`src/sv/srb_pkg.sv`:
```
// ----------------------------------------------------------------------------
// srb_pkg
// Shared types and constants of the sequence reorder buffer.
// ----------------------------------------------------------------------------
package srb_pkg;

  localparam int SEQ_W = 8;
  localparam int TAG_W = 16;
  localparam int LEN_W = 10;
  localparam int LIM_W = 6;
  localparam int CNT_W = 6;
  localparam int STS_W = 2;

  localparam int WINDOW_SLOTS_DEF = 32;
  localparam int MAX_DRAIN = 32;
  localparam logic [LIM_W-1:0] LIMIT_RESET = LIM_W'(31);

  localparam int IN_FIELDS_W  = SEQ_W + TAG_W + LEN_W;
  localparam int IN_TDATA_W   = ((IN_FIELDS_W + 7) / 8) * 8;
  localparam int OUT_FIELDS_W = SEQ_W + TAG_W + LEN_W + STS_W + CNT_W + SEQ_W;
  localparam int OUT_TDATA_W  = ((OUT_FIELDS_W + 7) / 8) * 8;

  typedef enum logic [STS_W-1:0] {
    ST_ACCEPT  = 2'd0,
    ST_DUP     = 2'd1,
    ST_OUTSIDE = 2'd2
  } status_t;

  localparam logic KIND_RELEASE = 1'b0;
  localparam logic KIND_STATUS  = 1'b1;

  // Classified arrival handed from the front to the drain engine.
  typedef struct packed {
    status_t status;
  } srb_cmd_t;

  // Slot write / lookup request from the front.
  typedef struct packed {
    logic             en;
    logic [SEQ_W-1:0] seq;
    logic [TAG_W-1:0] tag;
    logic [LEN_W-1:0] len;
  } srb_wr_t;

  // Slot read-and-free request from the drain engine.
  typedef struct packed {
    logic             en;
    logic [SEQ_W-1:0] seq;
  } srb_rd_t;

  typedef struct packed {
    logic [TAG_W-1:0] tag;
    logic [LEN_W-1:0] len;
  } srb_ent_t;

endpackage

```
`src/sv/srb_slots.sv`:
```
// ----------------------------------------------------------------------------
// srb_slots
// Slot store: per-slot valid flags plus tag/length memory.
// ----------------------------------------------------------------------------
module srb_slots
  import srb_pkg::*;
#(
  parameter int WINDOW_SLOTS = WINDOW_SLOTS_DEF
) (
  input  logic             clk,
  input  logic             rst_n,
  input  srb_wr_t          wr,
  output logic             chk_valid,
  input  srb_rd_t          rd,
  output logic             rd_valid,
  output logic [TAG_W-1:0] rd_tag,
  output logic [LEN_W-1:0] rd_len
);

  localparam int IDX_W = (WINDOW_SLOTS > 1) ? $clog2(WINDOW_SLOTS) : 1;
  localparam int SEQ_N = 2 ** SEQ_W;

  logic [IDX_W-1:0] slot_lut [SEQ_N];
  logic [WINDOW_SLOTS-1:0] valid_r;
  srb_ent_t mem [WINDOW_SLOTS];
  srb_ent_t rd_data_r;
  logic [IDX_W-1:0] wr_idx;
  logic [IDX_W-1:0] rd_idx;

  // Sequence number to slot, folded at elaboration.
  always_comb begin
    for (int i = 0; i < SEQ_N; i++) begin
      slot_lut[i] = IDX_W'(i % WINDOW_SLOTS);
    end
  end

  assign wr_idx    = slot_lut[wr.seq];
  assign rd_idx    = slot_lut[rd.seq];
  assign chk_valid = valid_r[wr_idx];
  assign rd_valid  = valid_r[rd_idx];

  always_ff @(posedge clk) begin
    if (!rst_n) begin
      valid_r <= '0;
    end else begin
      if (rd.en) begin
        valid_r[rd_idx] <= 1'b0;
      end
      if (wr.en) begin
        valid_r[wr_idx] <= 1'b1;
      end
    end
  end

  always_ff @(posedge clk) begin
    if (wr.en) begin
      mem[wr_idx] <= '{tag: wr.tag, len: wr.len};
    end
    if (rd.en) begin
      rd_data_r <= mem[rd_idx];
    end
  end

  assign rd_tag = rd_data_r.tag;
  assign rd_len = rd_data_r.len;

endmodule

```
`src/sv/srb_front.sv`:
```
// ----------------------------------------------------------------------------
// srb_front
// Arrival stage: take a packet, check window and duplicate, store it.
// ----------------------------------------------------------------------------
module srb_front
  import srb_pkg::*;
#(
  parameter int WINDOW_SLOTS = WINDOW_SLOTS_DEF
) (
  input  logic                  clk,
  input  logic                  rst_n,
  input  logic                  in_tvalid,
  output logic                  in_tready,
  input  logic [IN_TDATA_W-1:0] in_tdata,
  input  logic                  accept_ok,
  input  logic [LIM_W-1:0]      limit,
  input  logic [SEQ_W-1:0]      expected_seq,
  input  logic                  chk_valid,
  output srb_wr_t               wr,
  output logic                  cmd_push,
  output srb_cmd_t              cmd
);

  localparam logic [LIM_W-1:0] LIM_MAX = LIM_W'(WINDOW_SLOTS - 1);

  logic             held_r, held_nxt;
  logic [SEQ_W-1:0] seq_r;
  logic [TAG_W-1:0] tag_r;
  logic [LEN_W-1:0] len_r;
  logic [LIM_W-1:0] lim_eff;
  logic [SEQ_W-1:0] ahead;
  logic             take;
  status_t          status;

  assign in_tready = !held_r && accept_ok;
  assign take      = in_tvalid && in_tready;

  // Saturate the window so an accepted packet never aliases the head slot.
  assign lim_eff = (limit > LIM_MAX) ? LIM_MAX : limit;
  assign ahead   = seq_r - expected_seq;

  always_comb begin
    priority if (ahead > SEQ_W'(lim_eff)) begin
      status = ST_OUTSIDE;
    end else if (chk_valid) begin
      status = ST_DUP;
    end else begin
      status = ST_ACCEPT;
    end
  end

  assign wr.en      = held_r && (status == ST_ACCEPT);
  assign wr.seq     = seq_r;
  assign wr.tag     = tag_r;
  assign wr.len     = len_r;
  assign cmd_push   = held_r;
  assign cmd.status = status;

  always_comb begin
    held_nxt = held_r;
    if (take) begin
      held_nxt = 1'b1;
    end else if (held_r) begin
      held_nxt = 1'b0;
    end
  end

  always_ff @(posedge clk) begin
    if (!rst_n) begin
      held_r <= 1'b0;
    end else begin
      held_r <= held_nxt;
    end
  end

  always_ff @(posedge clk) begin
    if (take) begin
      seq_r <= in_tdata[SEQ_W-1:0];
      tag_r <= in_tdata[SEQ_W +: TAG_W];
      len_r <= in_tdata[SEQ_W+TAG_W +: LEN_W];
    end
  end

endmodule

```
`src/sv/srb_cmdq.sv`:
```
// ----------------------------------------------------------------------------
// srb_cmdq
// Two-entry queue of classified arrivals between front and drain engine.
// ----------------------------------------------------------------------------
module srb_cmdq
  import srb_pkg::*;
(
  input  logic     clk,
  input  logic     rst_n,
  input  logic     push,
  input  srb_cmd_t push_cmd,
  input  logic     pop,
  output logic     q_valid,
  output srb_cmd_t q_cmd
);

  srb_cmd_t   ent_r [2];
  logic       wr_ptr_r, rd_ptr_r;
  logic [1:0] cnt_r, cnt_nxt;
  logic       do_push, do_pop;

  assign q_valid = (cnt_r != 2'd0);
  assign q_cmd   = ent_r[rd_ptr_r];
  assign do_push = push && (cnt_r != 2'd2);
  assign do_pop  = pop && q_valid;

  always_comb begin
    cnt_nxt = cnt_r;
    if (do_push && !do_pop) begin
      cnt_nxt = cnt_r + 2'd1;
    end else if (do_pop && !do_push) begin
      cnt_nxt = cnt_r - 2'd1;
    end
  end

  always_ff @(posedge clk) begin
    if (!rst_n) begin
      wr_ptr_r <= 1'b0;
      rd_ptr_r <= 1'b0;
      cnt_r    <= 2'd0;
    end else begin
      cnt_r <= cnt_nxt;
      if (do_push) begin
        wr_ptr_r <= !wr_ptr_r;
      end
      if (do_pop) begin
        rd_ptr_r <= !rd_ptr_r;
      end
    end
  end

  always_ff @(posedge clk) begin
    if (do_push) begin
      ent_r[wr_ptr_r] <= push_cmd;
    end
  end

endmodule

```
`src/sv/srb_back.sv`:
```
// ----------------------------------------------------------------------------
// srb_back
// Drain engine: release in-order packets, then the status result.
// ----------------------------------------------------------------------------
module srb_back
  import srb_pkg::*;
(
  input  logic                   clk,
  input  logic                   rst_n,
  input  logic                   q_valid,
  input  srb_cmd_t               q_cmd,
  output logic                   q_pop,
  output srb_rd_t                rd,
  input  logic                   rd_valid,
  input  logic [TAG_W-1:0]       rd_tag,
  input  logic [LEN_W-1:0]       rd_len,
  output logic [SEQ_W-1:0]       expected_seq,
  output logic                   busy,
  output logic                   out_tvalid,
  input  logic                   out_tready,
  output logic [OUT_TDATA_W-1:0] out_tdata,
  output logic                   out_tuser,
  output logic                   out_tlast
);

  localparam int PAD_W = OUT_TDATA_W - OUT_FIELDS_W;

  typedef enum logic [3:0] {
    B_IDLE   = 4'b0001,
    B_CHECK  = 4'b0010,
    B_DATA   = 4'b0100,
    B_STATUS = 4'b1000
  } back_state_t;

  back_state_t state_r, state_nxt;
  logic [SEQ_W-1:0] exp_r, exp_nxt;
  logic [CNT_W-1:0] cnt_r, cnt_nxt;
  status_t          sts_r, sts_nxt;

  logic                   out_valid_r, out_valid_nxt;
  logic [OUT_TDATA_W-1:0] out_data_r, out_data_nxt;
  logic                   out_kind_r, out_kind_nxt;
  logic                   out_last_r, out_last_nxt;
  logic                   out_free;
  logic                   load;

  assign out_free     = !out_valid_r || out_tready;
  assign expected_seq = exp_r;
  assign busy         = (state_r != B_IDLE);
  assign rd.seq       = exp_r;

  always_comb begin
    state_nxt    = state_r;
    exp_nxt      = exp_r;
    cnt_nxt      = cnt_r;
    sts_nxt      = sts_r;
    q_pop        = 1'b0;
    rd.en        = 1'b0;
    load         = 1'b0;
    out_data_nxt = out_data_r;
    out_kind_nxt = out_kind_r;
    out_last_nxt = out_last_r;
    unique case (state_r)
      B_IDLE: begin
        if (q_valid) begin
          q_pop     = 1'b1;
          sts_nxt   = q_cmd.status;
          cnt_nxt   = '0;
          state_nxt = B_CHECK;
        end
      end
      B_CHECK: begin
        // Free the head slot and fetch it, or stop the run.
        if (rd_valid && (cnt_r != CNT_W'(MAX_DRAIN))) begin
          rd.en     = 1'b1;
          state_nxt = B_DATA;
        end else begin
          state_nxt = B_STATUS;
        end
      end
      B_DATA: begin
        if (out_free) begin
          load         = 1'b1;
          out_kind_nxt = KIND_RELEASE;
          out_last_nxt = 1'b0;
          out_data_nxt = {{PAD_W{1'b0}}, {SEQ_W{1'b0}}, {CNT_W{1'b0}}, ST_ACCEPT,
                          rd_len, rd_tag, exp_r};
          exp_nxt      = exp_r + 1'b1;
          cnt_nxt      = cnt_r + 1'b1;
          state_nxt    = B_CHECK;
        end
      end
      B_STATUS: begin
        if (out_free) begin
          load         = 1'b1;
          out_kind_nxt = KIND_STATUS;
          out_last_nxt = 1'b1;
          out_data_nxt = {{PAD_W{1'b0}}, exp_r, cnt_r, sts_r,
                          {LEN_W{1'b0}}, {TAG_W{1'b0}}, {SEQ_W{1'b0}}};
          state_nxt    = B_IDLE;
        end
      end
      default: begin
        state_nxt = B_IDLE;
      end
    endcase
  end

  always_comb begin
    out_valid_nxt = out_valid_r;
    if (load) begin
      out_valid_nxt = 1'b1;
    end else if (out_tready) begin
      out_valid_nxt = 1'b0;
    end
  end

  always_ff @(posedge clk) begin
    if (!rst_n) begin
      state_r     <= B_IDLE;
      exp_r       <= '0;
      cnt_r       <= '0;
      sts_r       <= ST_ACCEPT;
      out_valid_r <= 1'b0;
    end else begin
      state_r     <= state_nxt;
      exp_r       <= exp_nxt;
      cnt_r       <= cnt_nxt;
      sts_r       <= sts_nxt;
      out_valid_r <= out_valid_nxt;
    end
  end

  always_ff @(posedge clk) begin
    out_data_r <= out_data_nxt;
    out_kind_r <= out_kind_nxt;
    out_last_r <= out_last_nxt;
  end

  assign out_tvalid = out_valid_r;
  assign out_tdata  = out_data_r;
  assign out_tuser  = out_kind_r;
  assign out_tlast  = out_last_r;

endmodule

```
`src/sv/seq_reorder_buffer.sv`:
```
// ----------------------------------------------------------------------------
// seq_reorder_buffer
// Receive-side reorder buffer for 8-bit sequence numbers (selective repeat).
// The front registers an arrival and pushes its status into the command
//   queue; the drain engine pops it and reads one slot per pass through
//   CHECK and DATA, one pass per release, then sends STATUS. A new arrival
//   is taken only once the drain engine is done with the previous one.
// Reset: synchronous, active low; clears all slot valid flags and the
//   expected sequence number, and sets the window limit to 31.
// ----------------------------------------------------------------------------
module seq_reorder_buffer
  import srb_pkg::*;
#(
  parameter int WINDOW_SLOTS = WINDOW_SLOTS_DEF
) (
  input  logic                   clk,
  input  logic                   rst_n,
  // Input packets.
  input  logic                   in_tvalid,
  output logic                   in_tready,
  // [7:0] seq_num, [23:8] payload_tag, [33:24] payload_len, rest zero
  input  logic [IN_TDATA_W-1:0]  in_tdata,
  // Results.
  output logic                   out_tvalid,
  input  logic                   out_tready,
  // [7:0] out_seq, [23:8] out_tag, [33:24] out_len, [35:34] status,
  // [41:36] released_count, [49:42] next_expected, rest zero
  output logic [OUT_TDATA_W-1:0] out_tdata,
  // [0] kind
  output logic                   out_tuser,
  output logic                   out_tlast,
  // Window limit register.
  input  logic                   cfg_wr_en,
  input  logic [LIM_W-1:0]       cfg_wr_data
);

  logic [LIM_W-1:0] limit_r, limit_nxt;

  srb_wr_t          wr;
  srb_rd_t          rd;
  srb_cmd_t         push_cmd;
  srb_cmd_t         q_cmd;
  logic             cmd_push;
  logic             q_valid;
  logic             q_pop;
  logic             chk_valid;
  logic             rd_valid;
  logic [TAG_W-1:0] rd_tag;
  logic [LEN_W-1:0] rd_len;
  logic [SEQ_W-1:0] expected_seq;
  logic             back_busy;
  logic             accept_ok;

  // Hold the window limit; the user writes it only while idle, unenforced.
  always_comb begin
    limit_nxt = limit_r;
    if (cfg_wr_en) begin
      limit_nxt = cfg_wr_data;
    end
  end

  always_ff @(posedge clk) begin
    if (!rst_n) begin
      limit_r <= LIMIT_RESET;
    end else begin
      limit_r <= limit_nxt;
    end
  end

  // The next arrival is classified against the expected number that the
  // previous one leaves behind, so admit it only once the drain is done.
  assign accept_ok = !q_valid && !back_busy;

  srb_front #(
    .WINDOW_SLOTS (WINDOW_SLOTS)
  ) u_front (
    .clk          (clk),
    .rst_n        (rst_n),
    .in_tvalid    (in_tvalid),
    .in_tready    (in_tready),
    .in_tdata     (in_tdata),
    .accept_ok    (accept_ok),
    .limit        (limit_r),
    .expected_seq (expected_seq),
    .chk_valid    (chk_valid),
    .wr           (wr),
    .cmd_push     (cmd_push),
    .cmd          (push_cmd)
  );

  srb_slots #(
    .WINDOW_SLOTS (WINDOW_SLOTS)
  ) u_slots (
    .clk       (clk),
    .rst_n     (rst_n),
    .wr        (wr),
    .chk_valid (chk_valid),
    .rd        (rd),
    .rd_valid  (rd_valid),
    .rd_tag    (rd_tag),
    .rd_len    (rd_len)
  );

  // Decouple classification from the drain engine.
  srb_cmdq u_cmdq (
    .clk      (clk),
    .rst_n    (rst_n),
    .push     (cmd_push),
    .push_cmd (push_cmd),
    .pop      (q_pop),
    .q_valid  (q_valid),
    .q_cmd    (q_cmd)
  );

  // Walk the expected slot forward, one release per output transfer,
  // and close every arrival with its status transfer.
  srb_back u_back (
    .clk          (clk),
    .rst_n        (rst_n),
    .q_valid      (q_valid),
    .q_cmd        (q_cmd),
    .q_pop        (q_pop),
    .rd           (rd),
    .rd_valid     (rd_valid),
    .rd_tag       (rd_tag),
    .rd_len       (rd_len),
    .expected_seq (expected_seq),
    .busy         (back_busy),
    .out_tvalid   (out_tvalid),
    .out_tready   (out_tready),
    .out_tdata    (out_tdata),
    .out_tuser    (out_tuser),
    .out_tlast    (out_tlast)
  );

endmodule
```
`config.mk`:
```
export PLATFORM = sky130hd
export DESIGN_NAME = seq_reorder_buffer
export DESIGN_NICKNAME = d
export VERILOG_FILES = /design/src/sv/srb_pkg.sv /design/src/sv/srb_slots.sv /design/src/sv/srb_front.sv /design/src/sv/srb_cmdq.sv /design/src/sv/srb_back.sv /design/src/sv/seq_reorder_buffer.sv
export SDC_FILE = /design/constraint.sdc
export NUM_CORES = 1
export LEC_CHECK = 0
export BUFFER_PORTS_ARGS = -buffer_cell sky130_fd_sc_hd__buf_2
export CAP_MARGIN = 20
export CORE_ASPECT_RATIO = 0.75
export CORE_MARGIN = 2
export CORE_UTILIZATION = 60
export CTS_BUF_LIST = sky130_fd_sc_hd__clkbuf_8 sky130_fd_sc_hd__clkbuf_16
export CTS_CLUSTER_SIZE = 14
export DETAILED_ROUTE_END_ITERATION = 12
export HOLD_SLACK_MARGIN = 0.05
export PLACE_DENSITY_LB_ADDON = 0.3
export SYNTH_ARGS = -nofsm -noshare
export SYNTH_HDL_FRONTEND = slang
export SYNTH_SLANG_ARGS = --single-unit
```
`constraint.sdc`:
```
create_clock -name clk -period 15.55 [get_ports clk]
set_input_delay 2.3325 -clock clk [delete_from_list [all_inputs] [get_ports clk]]
set_output_delay 2.3325 -clock clk [all_outputs]
set_load 0.05 [all_outputs]
```
==> results.md <==
- Run status: finished, final reports clean
- Synth top area share: 73.3%
- Die height: between 200 and 250 µm
- Vias in the first global route: approximately 20000
- Slew HR: 22.9%
- Via count: a little under 20000
- Crit path DAT: between 6 and 7 ns
- Number of fill cells: approximately 4000
- Die width: about 300 µm
- Crit Path Max Fanout: 26
- Initial antenna violation count: 1
- Total GRT Usage: between 20% and 30%
- Worst-Margin Slew: 1.16 ns
- Boundary Pins: between 100 and 150
- Most common cell after layout, fill and taps aside: edfxtp_1
- Synthesized area: between 0.03 and 0.04 mm²
- Maxcap violations: 0
- DRT Wirelength: 89.9 mm
- Placed cells: 2821
- R2R depth: 13
- GRT overflow: 0
- Hold-fix buffers, CTS: 0
- TritonCTS Buffers: 91
- Fin Setup TNS: 0 ns
- Slew Viols, Final: 0
- Seq. cell area: 0.0297 mm²
- DP HPWL: 48.5 mm
- Row count: 80
- Core area: roughly 0.064 mm²
- Hold slack: ~0.48 ns
- Hold Path Origin: limit_r[0]$_SDFFE_PN1P_
- Critical R2R Launch: u_front.seq_r[0]$_DFFE_PP_
- Synth area leader: edfxtp_1
- Prevailing post-synth register cell: edfxtp_1
- Hold path endpoint: limit_r[0]$_SDFFE_PN1P_
- Peak VDD IR: around 0.11 mV
- IO buf count: 98
- CP required: about 16 ns
- Starting Density: between 60% and 70%
- Clk buf depth: 3
- CTS clk-pin slew, worst paths: about 0.060 ns
- Layout Nets: between 2000 and 2500
- Max Freq: 0.168 GHz
- Via density: about 6.7
- Die Area: 0.0668 mm²
- Post-CTS sizing: 0
- Multi-input logic area: between 0.008 and 0.009 mm²
- Worst setup EP type: register
- PwrDens: 130 mW/mm²
- Initial DRT Pass Iterations: 5
- CTS tree: yes
- Worst Setup Start Kind: register
- RSZ-0062 raised after global routing: no
- First-pass GRT wire length: about 130 mm
- Hold depth: 2
- Layout area overhead: 12.1%
- Worst min path class: reg -> reg
- Cell area after placement: 0.0407 mm²
- RR Endpoint: u_slots.mem[22][16]$_DFFE_PP_
- Final Cell Area: approximately 0.044 mm²
- Yosys warning count: 0
- DR iter-0 viols: ~2500
- Post-synth EDFFs: about 950
- Finish-stage setup viols: 0
- Number of synthesized register bits: roughly 1000
- WL per Instance: between 30 and 40 µm
- CTS root buffer: clkbuf_16
- Synth cell types: between 50 and 60
- Fin crit share: around two fifths
- Fin. Hold Viols: 0
- Final Skew: approximately 0.022 ns
- Post-Synthesis Cells: approximately 1900
- R2R Setup Slk: around 9.6 ns
- Synth area leaders: edfxtp_1, mux4_2, dfxtp_1
- Setup Buffers After CTS: 0
- Clk Latency, worst-skew pair: ~0.65 ns
- Post-layout minimum cycle time: 5.96 ns
- Total Power: around 5.7 mW
- Syn_area_per_cell: 20.3 µm²
- Most frequent cells in the layout: edfxtp_1, mux4_2, a22oi_1
- Leak: between 10 and 15 nW
- Drt drc: 0
- Kind of critical path: reg -> reg
- H-tree depth: 3
- Clock sinks: 1011
- ANT nets after route: 0
- Final Non-Filler Cells: a little under 3000
- Largest net degree at the start of global routing: 164
- GP Congestion: around 0.85
- Sequential element share of the synthesized area: 76.6%
- Share of flip-flops with an asynchronous set or reset: 0%
- Fraction of layout cells with a size suffix above 1: between 20% and 30%
==> report_power, final <==
part | switching, mW | internal (mW)
Sequential | 0.181 | 3.19
Combinational | 0.150 | 0.0711
Clock | 0.955 | 1.13
Total | 1.29 | 4.39
==> state kept, by name (all words and copies together), names as in the netlist, 2 cells and up <==
name and flops:
u_slots.rd_len 10, u_front.len_r 10, u_back.out_tdata 50, u_front.tag_r 16, u_back.sts_r 2, u_back.state_r 4
u_slots.valid_r 32, u_back.expected_seq 8, limit_r 6, u_cmdq.cnt_r 2, u_front.seq_r 8, u_cmdq.ent_r 4
u_slots.rd_tag 16, u_slots.mem 832, u_back.cnt_r 6
==> how the worst max path moves through the flow <==
stage / startpoint / endpoint / slack, ns / depth (start not counted)
floorplan: u_back.expected_seq[1]$_SDFFE_PN0P_ / u_slots.mem[23][0]$_DFFE_PP_ / 10.23 / 17
detailed placement: u_front.seq_r[0]$_DFFE_PP_ / u_slots.mem[22][11]$_DFFE_PP_ / 9.63 / 13
global route: u_front.seq_r[0]$_DFFE_PP_ / u_slots.mem[22][16]$_DFFE_PP_ / 9.29 / 13
CTS: u_front.seq_r[0]$_DFFE_PP_ / u_slots.mem[23][16]$_DFFE_PP_ / 9.64 / 13
global placement: u_front.seq_r[0]$_DFFE_PP_ / u_slots.mem[27][14]$_DFFE_PP_ / 9.63 / 13
finish: u_front.seq_r[0]$_DFFE_PP_ / u_slots.mem[22][16]$_DFFE_PP_ / 9.59 / 13
==> cell families (layout without fill, tap and decap cells) <==
group,Yosys count,count (layout),synth area share [%]
AND/OR/NAND/NOR,261,261,3.65
adder cells (fa/ha/maj),21,21,0.696
other,2,8,0.0193
AO/OA/AOI/OAI,228,228,4.17
buffers and inverters,122,326,1.31
XOR/XNOR,20,20,0.451
flip-flops,1011,1011,76.6
multiplexers,246,246,13.1
==> layout make-up <==
class	count	share of cell area (%)
Multi-Input combinational cell	783	20.5
Sequential cell	1011	68.3
Tap cell	861	2.48
Inverter	20	0.173
Clock buffer	93	5.35
Clock inverter	65	0.912
Antenna cell	1	0.00575
Timing Repair Buffer	148	2.28
==> cell usage after synthesis, drive strengths merged, types with 10 or more instances <==
cell    number
a22oi      105
and2        33
buf         39
clkbuf      63
dfxtp       64
edfxtp     947
ha          20
inv         17
mux2i       27
mux4       210
nand2       40
nand3       15
nand4       35
nor2        61
nor2b       39
nor3        10
o211ai      33
o21ai       47
xnor2       14
==> through the flow <==
stage,util [%],setup WS [ns]
final,68.2,9.59
after global routing,68.2,9.29
after CTS,68.2,9.64
after detailed placement,63.9,9.63
after global placement,63.7,9.63
after floorplan,-,10.23
==> metal layers <==
layer  up-vias  wire length, µm  global-route usage, %
li1       8187                -                      -
met1     10400            36000                   39.3
met2      1098            42700                   42.3
met3       193             8400                   5.99
met4         0             2880                   9.04
met5         -                0                      0
==> critical path: stages, from the launching register on <==
cell and delay [ns]:
edfxtp_1 0.92, inv_1 0.24, ha_1 0.28, fa_1 0.42
nor2b_1 0.21, o21ai_0 0.11, a21oi_1 0.20, ha_1 0.28
o21a_1 0.18, o22ai_1 0.13, a31oi_1 0.09, a211oi_2 0.52
nand4_2 0.80, nor2_4 1.15
Note: power is estimated with default switching activity, not from simulation.
